==> config.mk <==
export PLATFORM = sky130hd
export DESIGN_NAME = sorted_linked_list_table_top
export DESIGN_NICKNAME = d
export VERILOG_FILES = /design/src/hw/rtl/sllt_pkg.sv /design/src/hw/rtl/sorted_linked_list_table_top.sv
export VERILOG_INCLUDE_DIRS = /design/src /design/src/hw/rtl
export SDC_FILE = /design/constraint.sdc
export NUM_CORES = 2
export LEC_CHECK = 0
export ABC_CLOCK_PERIOD_IN_PS = 6510
export BUFFER_PORTS_ARGS = -buffer_cell sky130_fd_sc_hd__buf_2
export CAP_MARGIN = 20
export CELL_PAD_IN_SITES_DETAIL_PLACEMENT = 0
export CELL_PAD_IN_SITES_GLOBAL_PLACEMENT = 1
export CORE_ASPECT_RATIO = 1.4
export CORE_MARGIN = 4
export CORE_UTILIZATION = 54
export CTS_CLUSTER_SIZE = 28
export DETAILED_ROUTE_END_ITERATION = 6
export GPL_TIMING_DRIVEN = 1
export HOLD_SLACK_MARGIN = 0.1
export PLACE_DENSITY_LB_ADDON = 0.1
export SYNTH_ARGS = -nofsm -noshare
export SYNTH_HDL_FRONTEND = slang
export SYNTH_SLANG_ARGS = --single-unit
==> constraint.sdc <==
create_clock -name clk -period 6.51 [get_ports clk]
set_input_delay 1.6275 -clock clk [delete_from_list [all_inputs] [get_ports clk]]
set_output_delay 1.6275 -clock clk [all_outputs]
set_load 0.01 [all_outputs]
==> src/hw/rtl/sorted_linked_list_table_top_assert.svh <==
// ----------------------------------------------------------------------------
// Assertion macros for the sorted linked-list table
// Concurrent checks on clk, disabled while rst_n is low.
// ----------------------------------------------------------------------------
`ifndef SORTED_LINKED_LIST_TABLE_TOP_ASSERT_SVH
`define SORTED_LINKED_LIST_TABLE_TOP_ASSERT_SVH

`ifndef SYNTHESIS

`define SLLT_ASSERT(label, prop, msg) \
    label: assert property (@(posedge clk) disable iff (!rst_n) prop) else $error(msg);

`define SLLT_NEVER(label, expr, msg) \
    label: assert property (@(posedge clk) disable iff (!rst_n) !(expr)) else $error(msg);

`else

`define SLLT_ASSERT(label, prop, msg)

`define SLLT_NEVER(label, expr, msg)

`endif

`endif

==> src/hw/rtl/sllt_pkg.sv <==
// ----------------------------------------------------------------------------
// sllt_pkg
// Constants, codes and types of the sorted linked-list table.
// ----------------------------------------------------------------------------
package sllt_pkg;

    localparam int CAPACITY = 64;
    localparam int IDX_W    = $clog2(CAPACITY);
    localparam int LINK_W   = IDX_W + 1;
    localparam int STEP_W   = $clog2(CAPACITY + 1);
    localparam int KEY_W    = 32;
    localparam int CMD_W    = 2;
    localparam int STAT_W   = 2;
    localparam int SLOT_W   = 6;

    localparam logic [LINK_W-1:0] END_MARK = LINK_W'(CAPACITY);

    localparam logic [CMD_W-1:0] CMD_SEARCH = 2'd0;
    localparam logic [CMD_W-1:0] CMD_INSERT = 2'd1;
    localparam logic [CMD_W-1:0] CMD_DELETE = 2'd2;
    localparam logic [CMD_W-1:0] CMD_REINIT = 2'd3;

    localparam logic [STAT_W-1:0] ST_OK        = 2'd0;
    localparam logic [STAT_W-1:0] ST_NOT_FOUND = 2'd1;
    localparam logic [STAT_W-1:0] ST_DUPLICATE = 2'd2;
    localparam logic [STAT_W-1:0] ST_FULL      = 2'd3;

    typedef enum logic [2:0] {
        S_IDLE,
        S_WALK,
        S_INS_LINK,
        S_INS_PREV,
        S_DEL_PREV,
        S_DEL_FREE,
        S_RESULT
    } state_t;

    // link of a slot that has not been written since reset or reinit
    function automatic logic [LINK_W-1:0] default_link(input logic [IDX_W-1:0] idx);
        return LINK_W'({1'b0, idx}) + LINK_W'(1);
    endfunction

endpackage

==> src/hw/rtl/sorted_linked_list_table_top.sv <==
// ----------------------------------------------------------------------------
// sorted_linked_list_table_top
// Ascending linked list of signed keys over a fixed slot pool, with free chain.
// ----------------------------------------------------------------------------
// Command channel: command/key words with cmd_valid, cmd_stall. Result
// channel: status/slot words with res_valid, res_stall. One result word per
// command word, in order.
// One command is in work at a time; cmd_stall is high until its result is
// handed to the output register. The walk reads the key and link memories
// once per cycle, one list position per cycle.
// Search walks the list; insert then goes on through S_INS_LINK and S_INS_PREV,
// delete through S_DEL_PREV and S_DEL_FREE, unless the key is a duplicate or
// absent. A walk passes at most 64 list positions; reinit and pool-full go
// straight to the result state.
// Reset empties the list and chains every slot into the free chain at once;
// the block is idle after reset, so the first command can be taken straight away.
// A stalled result stays in the output register; the next finished result
// waits in its own state until the register frees, and no command is taken
// meanwhile.
// ----------------------------------------------------------------------------
`include "sorted_linked_list_table_top_assert.svh"

module sorted_linked_list_table_top
    import sllt_pkg::*;
(
    input  logic                     clk,
    input  logic                     rst_n,
    input  logic                     cmd_valid,
    output logic                     cmd_stall,
    input  logic [CMD_W-1:0]         command,
    input  logic signed [KEY_W-1:0]  key,
    output logic                     res_valid,
    input  logic                     res_stall,
    output logic [STAT_W-1:0]        status,
    output logic [SLOT_W-1:0]        slot
);

    state_t state_reg, state_next;

    logic [CMD_W-1:0]         cmd_reg, cmd_next;
    logic signed [KEY_W-1:0]  key_reg, key_next;
    logic [LINK_W-1:0]        list_head_reg, list_head_next;
    logic [LINK_W-1:0]        free_head_reg, free_head_next;
    logic [LINK_W-1:0]        cur_reg, cur_next;
    logic [LINK_W-1:0]        prev_reg, prev_next;
    logic [LINK_W-1:0]        cur_link_reg, cur_link_next;
    logic [IDX_W-1:0]         node_reg, node_next;
    logic [STEP_W-1:0]        steps_reg, steps_next;
    logic [STAT_W-1:0]        rstat_reg, rstat_next;
    logic [SLOT_W-1:0]        rslot_reg, rslot_next;
    logic                     res_valid_reg, res_valid_next;
    logic [STAT_W-1:0]        status_reg, status_next;
    logic [SLOT_W-1:0]        slot_reg, slot_next;

    logic [KEY_W-1:0]         key_mem [CAPACITY];
    logic [LINK_W-1:0]        link_mem [CAPACITY];
    logic                     link_set_reg [CAPACITY];

    logic [IDX_W-1:0]         rd_addr;
    logic [IDX_W-1:0]         rd_addr_q;
    logic [KEY_W-1:0]         key_q;
    logic [LINK_W-1:0]        link_q;
    logic                     link_ok_q;
    logic [LINK_W-1:0]        link_eff;

    logic                     lk_we;
    logic                     ky_we;
    logic [IDX_W-1:0]         wr_addr;
    logic [LINK_W-1:0]        lk_wd;
    logic                     clear_links;

    logic                     accept;
    logic                     cur_in;
    logic                     less;
    logic                     advance;
    logic                     hit;
    logic                     out_free;

    // ------------------------------------------------------------------------
    // memories
    // ------------------------------------------------------------------------
    always_ff @(posedge clk)
    begin
        if (ky_we)
        begin
            key_mem[wr_addr] <= key_reg;
        end
        if (lk_we)
        begin
            link_mem[wr_addr] <= lk_wd;
        end
        key_q     <= key_mem[rd_addr];
        link_q    <= link_mem[rd_addr];
        rd_addr_q <= rd_addr;
    end

    always_ff @(posedge clk or negedge rst_n)
    begin
        if (!rst_n)
        begin
            for (int i = 0; i < CAPACITY; i++)
            begin
                link_set_reg[i] <= 1'b0;
            end
            link_ok_q <= 1'b0;
        end
        else
        begin
            if (clear_links)
            begin
                for (int i = 0; i < CAPACITY; i++)
                begin
                    link_set_reg[i] <= 1'b0;
                end
            end
            else if (lk_we)
            begin
                link_set_reg[wr_addr] <= 1'b1;
            end
            link_ok_q <= link_set_reg[rd_addr];
        end
    end

    assign link_eff = link_ok_q ? link_q : default_link(rd_addr_q);

    // ------------------------------------------------------------------------
    // walk decisions
    // ------------------------------------------------------------------------
    assign accept   = cmd_valid && !cmd_stall;
    assign cur_in   = (cur_reg < END_MARK);
    assign less     = ($signed(key_q) < key_reg);
    assign advance  = cur_in && less && (steps_reg < STEP_W'(CAPACITY));
    assign hit      = cur_in && !less && (key_q == key_reg);
    assign out_free = !res_valid_reg || !res_stall;

    // ------------------------------------------------------------------------
    // next state
    // ------------------------------------------------------------------------
    always_comb
    begin
        state_next = state_reg;
        case (state_reg)
            S_IDLE:
            begin
                if (accept)
                begin
                    if (command == CMD_REINIT)
                    begin
                        state_next = S_RESULT;
                    end
                    else if (command == CMD_INSERT && free_head_reg >= END_MARK)
                    begin
                        state_next = S_RESULT;
                    end
                    else
                    begin
                        state_next = S_WALK;
                    end
                end
            end
            S_WALK:
            begin
                if (!advance)
                begin
                    if (cmd_reg == CMD_INSERT && !hit)
                    begin
                        state_next = S_INS_LINK;
                    end
                    else if (cmd_reg == CMD_DELETE && hit)
                    begin
                        state_next = S_DEL_PREV;
                    end
                    else
                    begin
                        state_next = S_RESULT;
                    end
                end
            end
            S_INS_LINK: state_next = S_INS_PREV;
            S_INS_PREV: state_next = S_RESULT;
            S_DEL_PREV: state_next = S_DEL_FREE;
            S_DEL_FREE: state_next = S_RESULT;
            S_RESULT:
            begin
                if (out_free)
                begin
                    state_next = S_IDLE;
                end
            end
            default: state_next = S_IDLE;
        endcase
    end

    // ------------------------------------------------------------------------
    // outputs and datapath
    // ------------------------------------------------------------------------
    always_comb
    begin
        cmd_next       = cmd_reg;
        key_next       = key_reg;
        list_head_next = list_head_reg;
        free_head_next = free_head_reg;
        cur_next       = cur_reg;
        prev_next      = prev_reg;
        cur_link_next  = cur_link_reg;
        node_next      = node_reg;
        steps_next     = steps_reg;
        rstat_next     = rstat_reg;
        rslot_next     = rslot_reg;
        status_next    = status_reg;
        slot_next      = slot_reg;
        res_valid_next = res_valid_reg && res_stall;

        rd_addr     = list_head_reg[IDX_W-1:0];
        lk_we       = 1'b0;
        ky_we       = 1'b0;
        wr_addr     = prev_reg[IDX_W-1:0];
        lk_wd       = cur_link_reg;
        clear_links = 1'b0;

        case (state_reg)
            S_IDLE:
            begin
                if (accept)
                begin
                    cmd_next   = command;
                    key_next   = key;
                    cur_next   = list_head_reg;
                    prev_next  = END_MARK;
                    steps_next = '0;
                    rstat_next = ST_OK;
                    rslot_next = '0;
                    if (command == CMD_REINIT)
                    begin
                        clear_links    = 1'b1;
                        list_head_next = END_MARK;
                        free_head_next = '0;
                    end
                    else if (command == CMD_INSERT && free_head_reg >= END_MARK)
                    begin
                        rstat_next = ST_FULL;
                    end
                end
            end
            S_WALK:
            begin
                if (advance)
                begin
                    rd_addr    = link_eff[IDX_W-1:0];
                    prev_next  = cur_reg;
                    cur_next   = link_eff;
                    steps_next = steps_reg + STEP_W'(1);
                end
                else
                begin
                    rd_addr       = free_head_reg[IDX_W-1:0];
                    cur_link_next = link_eff;
                    case (cmd_reg)
                        CMD_SEARCH:
                        begin
                            rstat_next = hit ? ST_OK : ST_NOT_FOUND;
                            rslot_next = hit ? SLOT_W'(cur_reg[IDX_W-1:0]) : '0;
                        end
                        CMD_INSERT:
                        begin
                            if (hit)
                            begin
                                rstat_next = ST_DUPLICATE;
                            end
                        end
                        CMD_DELETE:
                        begin
                            if (!hit)
                            begin
                                rstat_next = ST_NOT_FOUND;
                            end
                        end
                        default: rstat_next = ST_OK;
                    endcase
                end
            end
            S_INS_LINK:
            begin
                // link_eff holds the link of the free head here
                wr_addr        = free_head_reg[IDX_W-1:0];
                lk_we          = 1'b1;
                ky_we          = 1'b1;
                lk_wd          = cur_reg;
                node_next      = free_head_reg[IDX_W-1:0];
                free_head_next = link_eff;
            end
            S_INS_PREV:
            begin
                if (prev_reg >= END_MARK)
                begin
                    list_head_next = LINK_W'({1'b0, node_reg});
                end
                else
                begin
                    lk_we   = 1'b1;
                    wr_addr = prev_reg[IDX_W-1:0];
                    lk_wd   = LINK_W'({1'b0, node_reg});
                end
                rstat_next = ST_OK;
                rslot_next = SLOT_W'(node_reg);
            end
            S_DEL_PREV:
            begin
                if (prev_reg >= END_MARK)
                begin
                    list_head_next = cur_link_reg;
                end
                else
                begin
                    lk_we   = 1'b1;
                    wr_addr = prev_reg[IDX_W-1:0];
                    lk_wd   = cur_link_reg;
                end
            end
            S_DEL_FREE:
            begin
                lk_we          = 1'b1;
                wr_addr        = cur_reg[IDX_W-1:0];
                lk_wd          = free_head_reg;
                free_head_next = cur_reg;
                rstat_next     = ST_OK;
                rslot_next     = SLOT_W'(cur_reg[IDX_W-1:0]);
            end
            S_RESULT:
            begin
                if (out_free)
                begin
                    res_valid_next = 1'b1;
                    status_next    = rstat_reg;
                    slot_next      = rslot_reg;
                end
            end
            default:
            begin
                rd_addr = list_head_reg[IDX_W-1:0];
            end
        endcase
    end

    // ------------------------------------------------------------------------
    // registers
    // ------------------------------------------------------------------------
    always_ff @(posedge clk or negedge rst_n)
    begin
        if (!rst_n)
        begin
            state_reg     <= S_IDLE;
            list_head_reg <= END_MARK;
            free_head_reg <= '0;
            cur_reg       <= END_MARK;
            prev_reg      <= END_MARK;
            steps_reg     <= '0;
            res_valid_reg <= 1'b0;
        end
        else
        begin
            state_reg     <= state_next;
            list_head_reg <= list_head_next;
            free_head_reg <= free_head_next;
            cur_reg       <= cur_next;
            prev_reg      <= prev_next;
            steps_reg     <= steps_next;
            res_valid_reg <= res_valid_next;
        end
    end

    always_ff @(posedge clk)
    begin
        cmd_reg      <= cmd_next;
        key_reg      <= key_next;
        cur_link_reg <= cur_link_next;
        node_reg     <= node_next;
        rstat_reg    <= rstat_next;
        rslot_reg    <= rslot_next;
        status_reg   <= status_next;
        slot_reg     <= slot_next;
    end

    assign cmd_stall = (state_reg != S_IDLE);
    assign res_valid = res_valid_reg;
    assign status    = status_reg;
    assign slot      = slot_reg;

    // ------------------------------------------------------------------------
    // checks
    // ------------------------------------------------------------------------
    `SLLT_NEVER(a_no_write_in_walk, (state_reg == S_WALK) && (lk_we || ky_we), "write during walk")
    `SLLT_ASSERT(a_step_bound, steps_reg <= STEP_W'(CAPACITY), "walk step count overrun")
    `SLLT_ASSERT(a_fail_slot_zero, (res_valid_reg && status_reg != ST_OK) |-> (slot_reg == '0), "slot not zero on failure")
    `SLLT_ASSERT(a_load_from_result, $rose(res_valid_reg) |-> ($past(state_reg) == S_RESULT), "result loaded outside result state")

endmodule
; ---- After elaboration in Yosys (flattened, before gate mapping)
; Memory sizes are Yosys's and may differ from the RTL's. A register that Yosys moved wholly into a read port is not among the register bits.
; Index checks and enable logic that the tools add are counted.
[totals]
regBits = 173
ramBits = 2496
memories = 2
[memory_table]
columns = name, words, word_bits, rd, rd_ports_with_merged_regs, write_ports, line_no
row1 = key_mem, 64, 32, 1, 1, 1, sorted_linked_list_table_top.sv:55  ; logic [KEY_W-1:0] key_mem [CAPACITY];
row2 = link_mem, 64, 7, 1, 1, 1, sorted_linked_list_table_top.sv:56  ; logic [LINK_W-1:0] link_mem [CAPACITY];
[op_classes]
n_addsub = 2
magnitude_cmp = 8
eq_ne = 21
mux = 64
bitwise_logic = 4
n_reduce_logical = 37
[ops]
columns = operator, n
row1 = $mux 64, 2
row2 = $mux 7, 14
row3 = $or 64x64->64, 1
row4 = $pmux 7 s3, 3
row5 = $pmux 7 s2, 3
row6 = $mux 6, 6
row7 = $eq 32x32->1, 1
row8 = $lt 32x32->1, 1
row9 = $ge 7x7->1 const B, 4
row10 = $pmux 6 s4, 1
row11 = $mux 3, 6
row12 = $pmux 3 s6, 1
row13 = $mux 1, 15
row14 = $lt 7x7->1 const B, 2
row15 = $mux 2, 7
row16 = $ne 2x2->1 const B, 7
row17 = $not 6->7, 2
row18 = $pmux 2 s3, 2
row19 = $pmux 6 s2, 1
row20 = $reduce_bool 3->1, 4
row21 = $logic_and 1x1->1, 10
row22 = $reduce_and 5->1, 2
row23 = $eq 3x3->1 const B, 3
row24 = $reduce_and 3->1, 3
row25 = other kinds (22), 35

; ---- Logic depth before layout (Yosys ltp)
[logic_depth]
ltp_word = 10
mapped_depth = 18
depth_no_buf = 14

; ---- Worst setup path before layout
; Ideal clock, no wire load.
[synth_path]
kind = reg-to-reg
startpoint = register key_reg[31]
endpoint = register key_q[25] (read register of key_mem)
setup_ns = 0.132
t_arrival_ns = 4.492
path_slack_ns = 1.886
path_stages_with_launch = 17
n_path_buf = 4
cell_sequence = edfxtp_1 -> inv_1 -> ha_1 -> nand4_2 -> or4_1 -> or3_1 -> o32a_1 -> nand2_2 -> buf_6 -> buf_6 -> buf_4 -> buf_2 -> mux2i_1 -> o221ai_1 -> a41o_1 -> a211oi_1 -> o41ai_1
[synth_via]
elab_chain_cells = 5
[synth_rtl]
columns = element, line_no
row1 = from (decl), sorted_linked_list_table_top.sv:41  ; logic signed [KEY_W-1:0] key_reg, key_next;
row2 = from (signal assigned), sorted_linked_list_table_top.sv:375  ; key_reg <= key_next;
row3 = $lt 32x32->1, sorted_linked_list_table_top.sv:131  ; assign less = ($signed(key_q) < key_reg);
row4 = $logic_and 1x1->1 (2 in a row), sorted_linked_list_table_top.sv:132  ; assign advance = cur_in && less && (steps_reg < STEP_W'(CAPACITY));
row5 = $mux 6, sorted_linked_list_table_top.sv:247  ; if (advance)
row6 = $mux 6, sorted_linked_list_table_top.sv:221  ; case (state_reg)
row7 = to (decl), sorted_linked_list_table_top.sv:61  ; logic [KEY_W-1:0] key_q;
; No other way between the ends.
; A chain may end at the register's enable or synchronous reset.

; ---- Worst setup path in the final report
[layout_path]
startpoint = register key_reg[15]
endpoint = register link_q[6] (read register of link_mem)
[layout_via]
elab_chain_cells = 5
[layout_rtl]
columns = element, line_no
row1 = $lt 32x32->1, sorted_linked_list_table_top.sv:131
row2 = $logic_and 1x1->1 (2 in a row), sorted_linked_list_table_top.sv:132
row3 = $mux 6, sorted_linked_list_table_top.sv:247
row4 = $mux 6, sorted_linked_list_table_top.sv:221
row5 = to (decl), sorted_linked_list_table_top.sv:62  ; logic [LINK_W-1:0] link_q;
; No other way between the ends.

==> impl_metrics.py <==
metrics = {
    "cells_and_area": {
        "multi_input_area_sq_um": 25300,
        "fill_cells": 15197,
        "largest_register_ffs": 2048,
        "num-nets-final": 7857,
        "stdcell_area_sq_um": 121000,
        "regArea_sq_um": 80400,
        "finalNonFillerCells": 10627,
        "areaGrowthSynthToFinish_pct": 13.0,
        "drive_above_1_share": 0.121,
    },
    "grt": {
        "grt_use_total": 0.337,
        "grt_max_degree": 131,
        "grt_remaining_overflow": 0,
        "grt_pass1_vias": 66261,
        "grt_pass1_wl_um": 492000,
        "antenna_found_initial": 15,
    },
    "synthesis": {
        "synthDistinctLibCells": 81,
        "synthCells": 7534,
        "synth.area.top_cells": "edfxtp_1 (72%), nand2_1 (5.3%), mux2i_1 (4.2%), dfrtp_1 (2.4%), nand3_1 (2.1%)",
        "synth_most_common_cell": "edfxtp_1",
        "yosys-top-cells-count": "edfxtp_1 (2559), nand2_1 (1511), mux2i_1 (448)",
        "ys_seq_elements": 2708,
        "syn_area_sq_um": 107000,
        "synthArstFlopShare": 0.0384,
        "syn_area_per_cell_sq_um": 14.2,
        "synth_area_leader_cell": "edfxtp_1",
        "synth_ff_type": "edfxtp_1",
        "synth_fp_nets": 7606,
        "synth_top_area_frac": 0.716,
        "synth_edf_count": 2559,
        "synth_warnings": 0,
        "ys_seq_area_frac": 0.748,
    },
    "routing": {
        "drc": 1,
        "totalWireLength_um": 349000,
        "drtPass1Iterations": 7,
        "via_count": 68453,
        "first_iter_violations": 7431,
        "ant_nets": 0,
        "wl_per_cell_um": 32.8,
        "vias_per_cell": 6.44,
    },
    "clock_network": {
        "cts_buffers": 268,
        "clockRootBuffer": "clkbuf_16",
        "post_cts_resized": 0,
        "cts_tree": "built",
        "clock_latency_ns": 0.85,
        "clock_path_buffers": 4,
        "cts_hold_buffers": 0,
        "clk_pin_slew_worst_paths_ns": 0.06,
        "h-tree-depth": 5,
        "cts.repair_timing.setup_buffer_count": 0,
        "cts.sinks": 2708,
    },
    "floorplanning": {
        "fp.dieW_um": 385,
        "num_rows": 193,
        "dieArea_sq_um": 206000,
        "dieHeight_um": 536,
        "initial_core_util": 0.543,
        "ios": 48,
        "core-area_sq_um": 198000,
    },
    "outcome": {
        "status": "finished, violations left",
        "violations": "design-rule violations",
    },
    "sta": {
        "fin_crit_ns": 6.30,
        "final.setup_skew_ns": 0.0431,
        "finalSetupViolations": 0,
        "setup_tns_ns": 0,
        "slew_viol_final": 0,
        "tightest_slew_ns": 1.20,
        "finalCritPeriodShare": 0.968,
        "fmax_ghz": 0.159,
        "hold_viol": 0,
        "rsz0062_at_grt": "no",
        "relSlewSlack": 0.199,
    },
    "place": {
        "globalplace.congestion": 0.915,
        "dp_hpwl_um": 218000,
        "dp_cells": 10146,
        "io_buffers": 47,
        "place_area_sq_um": 113000,
    },
    "critical_path": {
        "cp_slowest_cell": "a21oi_1",
        "slowest_delay_ns": 0.82,
        "cp-end-kind": "flip-flop",
        "critPathKind": "flip-flop to flip-flop",
        "worstPathMaxFanout": 45,
        "worstSetupStartpointType": "flip-flop",
        "cp.required_ns": 7.29,
        "worstPathArrival_ns": 7.08,
        "crit_chain": "inv_1 -> ha_1 -> nand4_1 -> a2111o_1 -> a311oi_1 -> a32o_1 -> nor2_4 -> inv_8 -> buf_4 -> nand3_1 -> buf_4 -> o221ai_1 -> nand4_1 -> a21oi_1 -> a211o_1",
    },
    "min_path": {
        "hold_path_class": "flip-flop to flip-flop",
    },
    "flow_run": {
        "drv_cap": 0,
    },
}
logic make-up after synthesis:
logic type               after synthesis  share of synthesized area
multiplexers                         464                     0.0435
adder cells (fa/ha/maj)               34                    0.00396
XOR/XNOR                               6                   0.000490
AO/OA/AOI/OAI                       1256                     0.0779
flip-flops                          2708                      0.748
buffers and inverters                524                     0.0224
AND/OR/NAND/NOR                     2542                      0.103
path summary, 6_finish.rpt:
check	from	to	slack [ns]	cells after the start
setup reg to reg	key_reg[15]	link_q[6]	0.21	15
min in group asynchronous	rst_n	steps_reg[6]	0.84	1
setup / recovery	key_reg[15]	link_q[6]	0.21	15
hold reg to reg	rslot_reg[1]	slot[1]	0.42	0
hold / removal	rslot_reg[1]	slot[1]	0.42	0
max in group asynchronous	rst_n	link_set_reg[61]	4.45	2
worst max-delay path: cells and delay by family (launching register included):
kind | cells | cell delay, ns
AOI/OAI and AO/OA | 6 | 3.20
buffers and inverters | 4 | 1.15
and+or+nand+nor | 4 | 0.89
adders and majority gates | 1 | 0.45
DFF | 1 | 0.44
placed cells by master, fill, tap and decap left out, types with 48 or more instances in the layout:
| cell type | instances |
|---|---|
| buf_4 | 363 |
| o21a_1 | 67 |
| and3_1 | 126 |
| nor3_1 | 55 |
| mux2i_1 | 447 |
| nor2_1 | 125 |
| o221ai_1 | 73 |
| a211oi_1 | 105 |
| a31oi_1 | 137 |
| o21ai_0 | 139 |
| clkbuf_16 | 274 |
| clkbuf_1 | 52 |
| dfrtp_1 | 101 |
| nand3_1 | 445 |
| nand2_1 | 1509 |
| edfxtp_1 | 2559 |
| a311oi_1 | 64 |
| nand4_1 | 94 |
| clkinv_1 | 51 |
| nor2_4 | 67 |
| o22ai_1 | 104 |
| a21oi_1 | 324 |
| o211ai_1 | 52 |
| buf_2 | 48 |
per-layer routing:
metal / GRT usage / share of wire / vias up
li1: - / - / 29248
met1: 0.418 / 0.36 / 34879
met2: 0.552 / 0.49 / 3495
met3: 0.0522 / 0.079 / 829
met4: 0.218 / 0.078 / 2
met5: 0 / 0.000037 / -
stage by stage:
| step | util | hold slack, ns | setup slack (ns) |
|---|---|---|---|
| 3_3_place_gp | 0.572 | 0.406 | 0.111 |
| 2_1_floorplan | - | 0.400 | 1.89 |
| 6_report | 0.614 | 0.418 | 0.208 |
| 4_1_cts | 0.614 | 0.418 | 0.318 |
| 3_5_place_dp | 0.572 | 0.405 | 0.377 |
| 5_1_grt | 0.614 | 0.422 | 0.109 |
cell type report:
type,instances,area share
flip-flops and latches,2708,0.662
multi-input cells,4302,0.208
clock buffers,339,0.0596
repair buffers,458,0.0322
well taps,2632,0.0271
clock inverters,131,0.00857
inverters,47,0.00166
diodes,10,0.000206
Power is left out: the tool's default activity adds up to more than one toggle a clock period on the data nets, which glitch-free logic cannot reach.
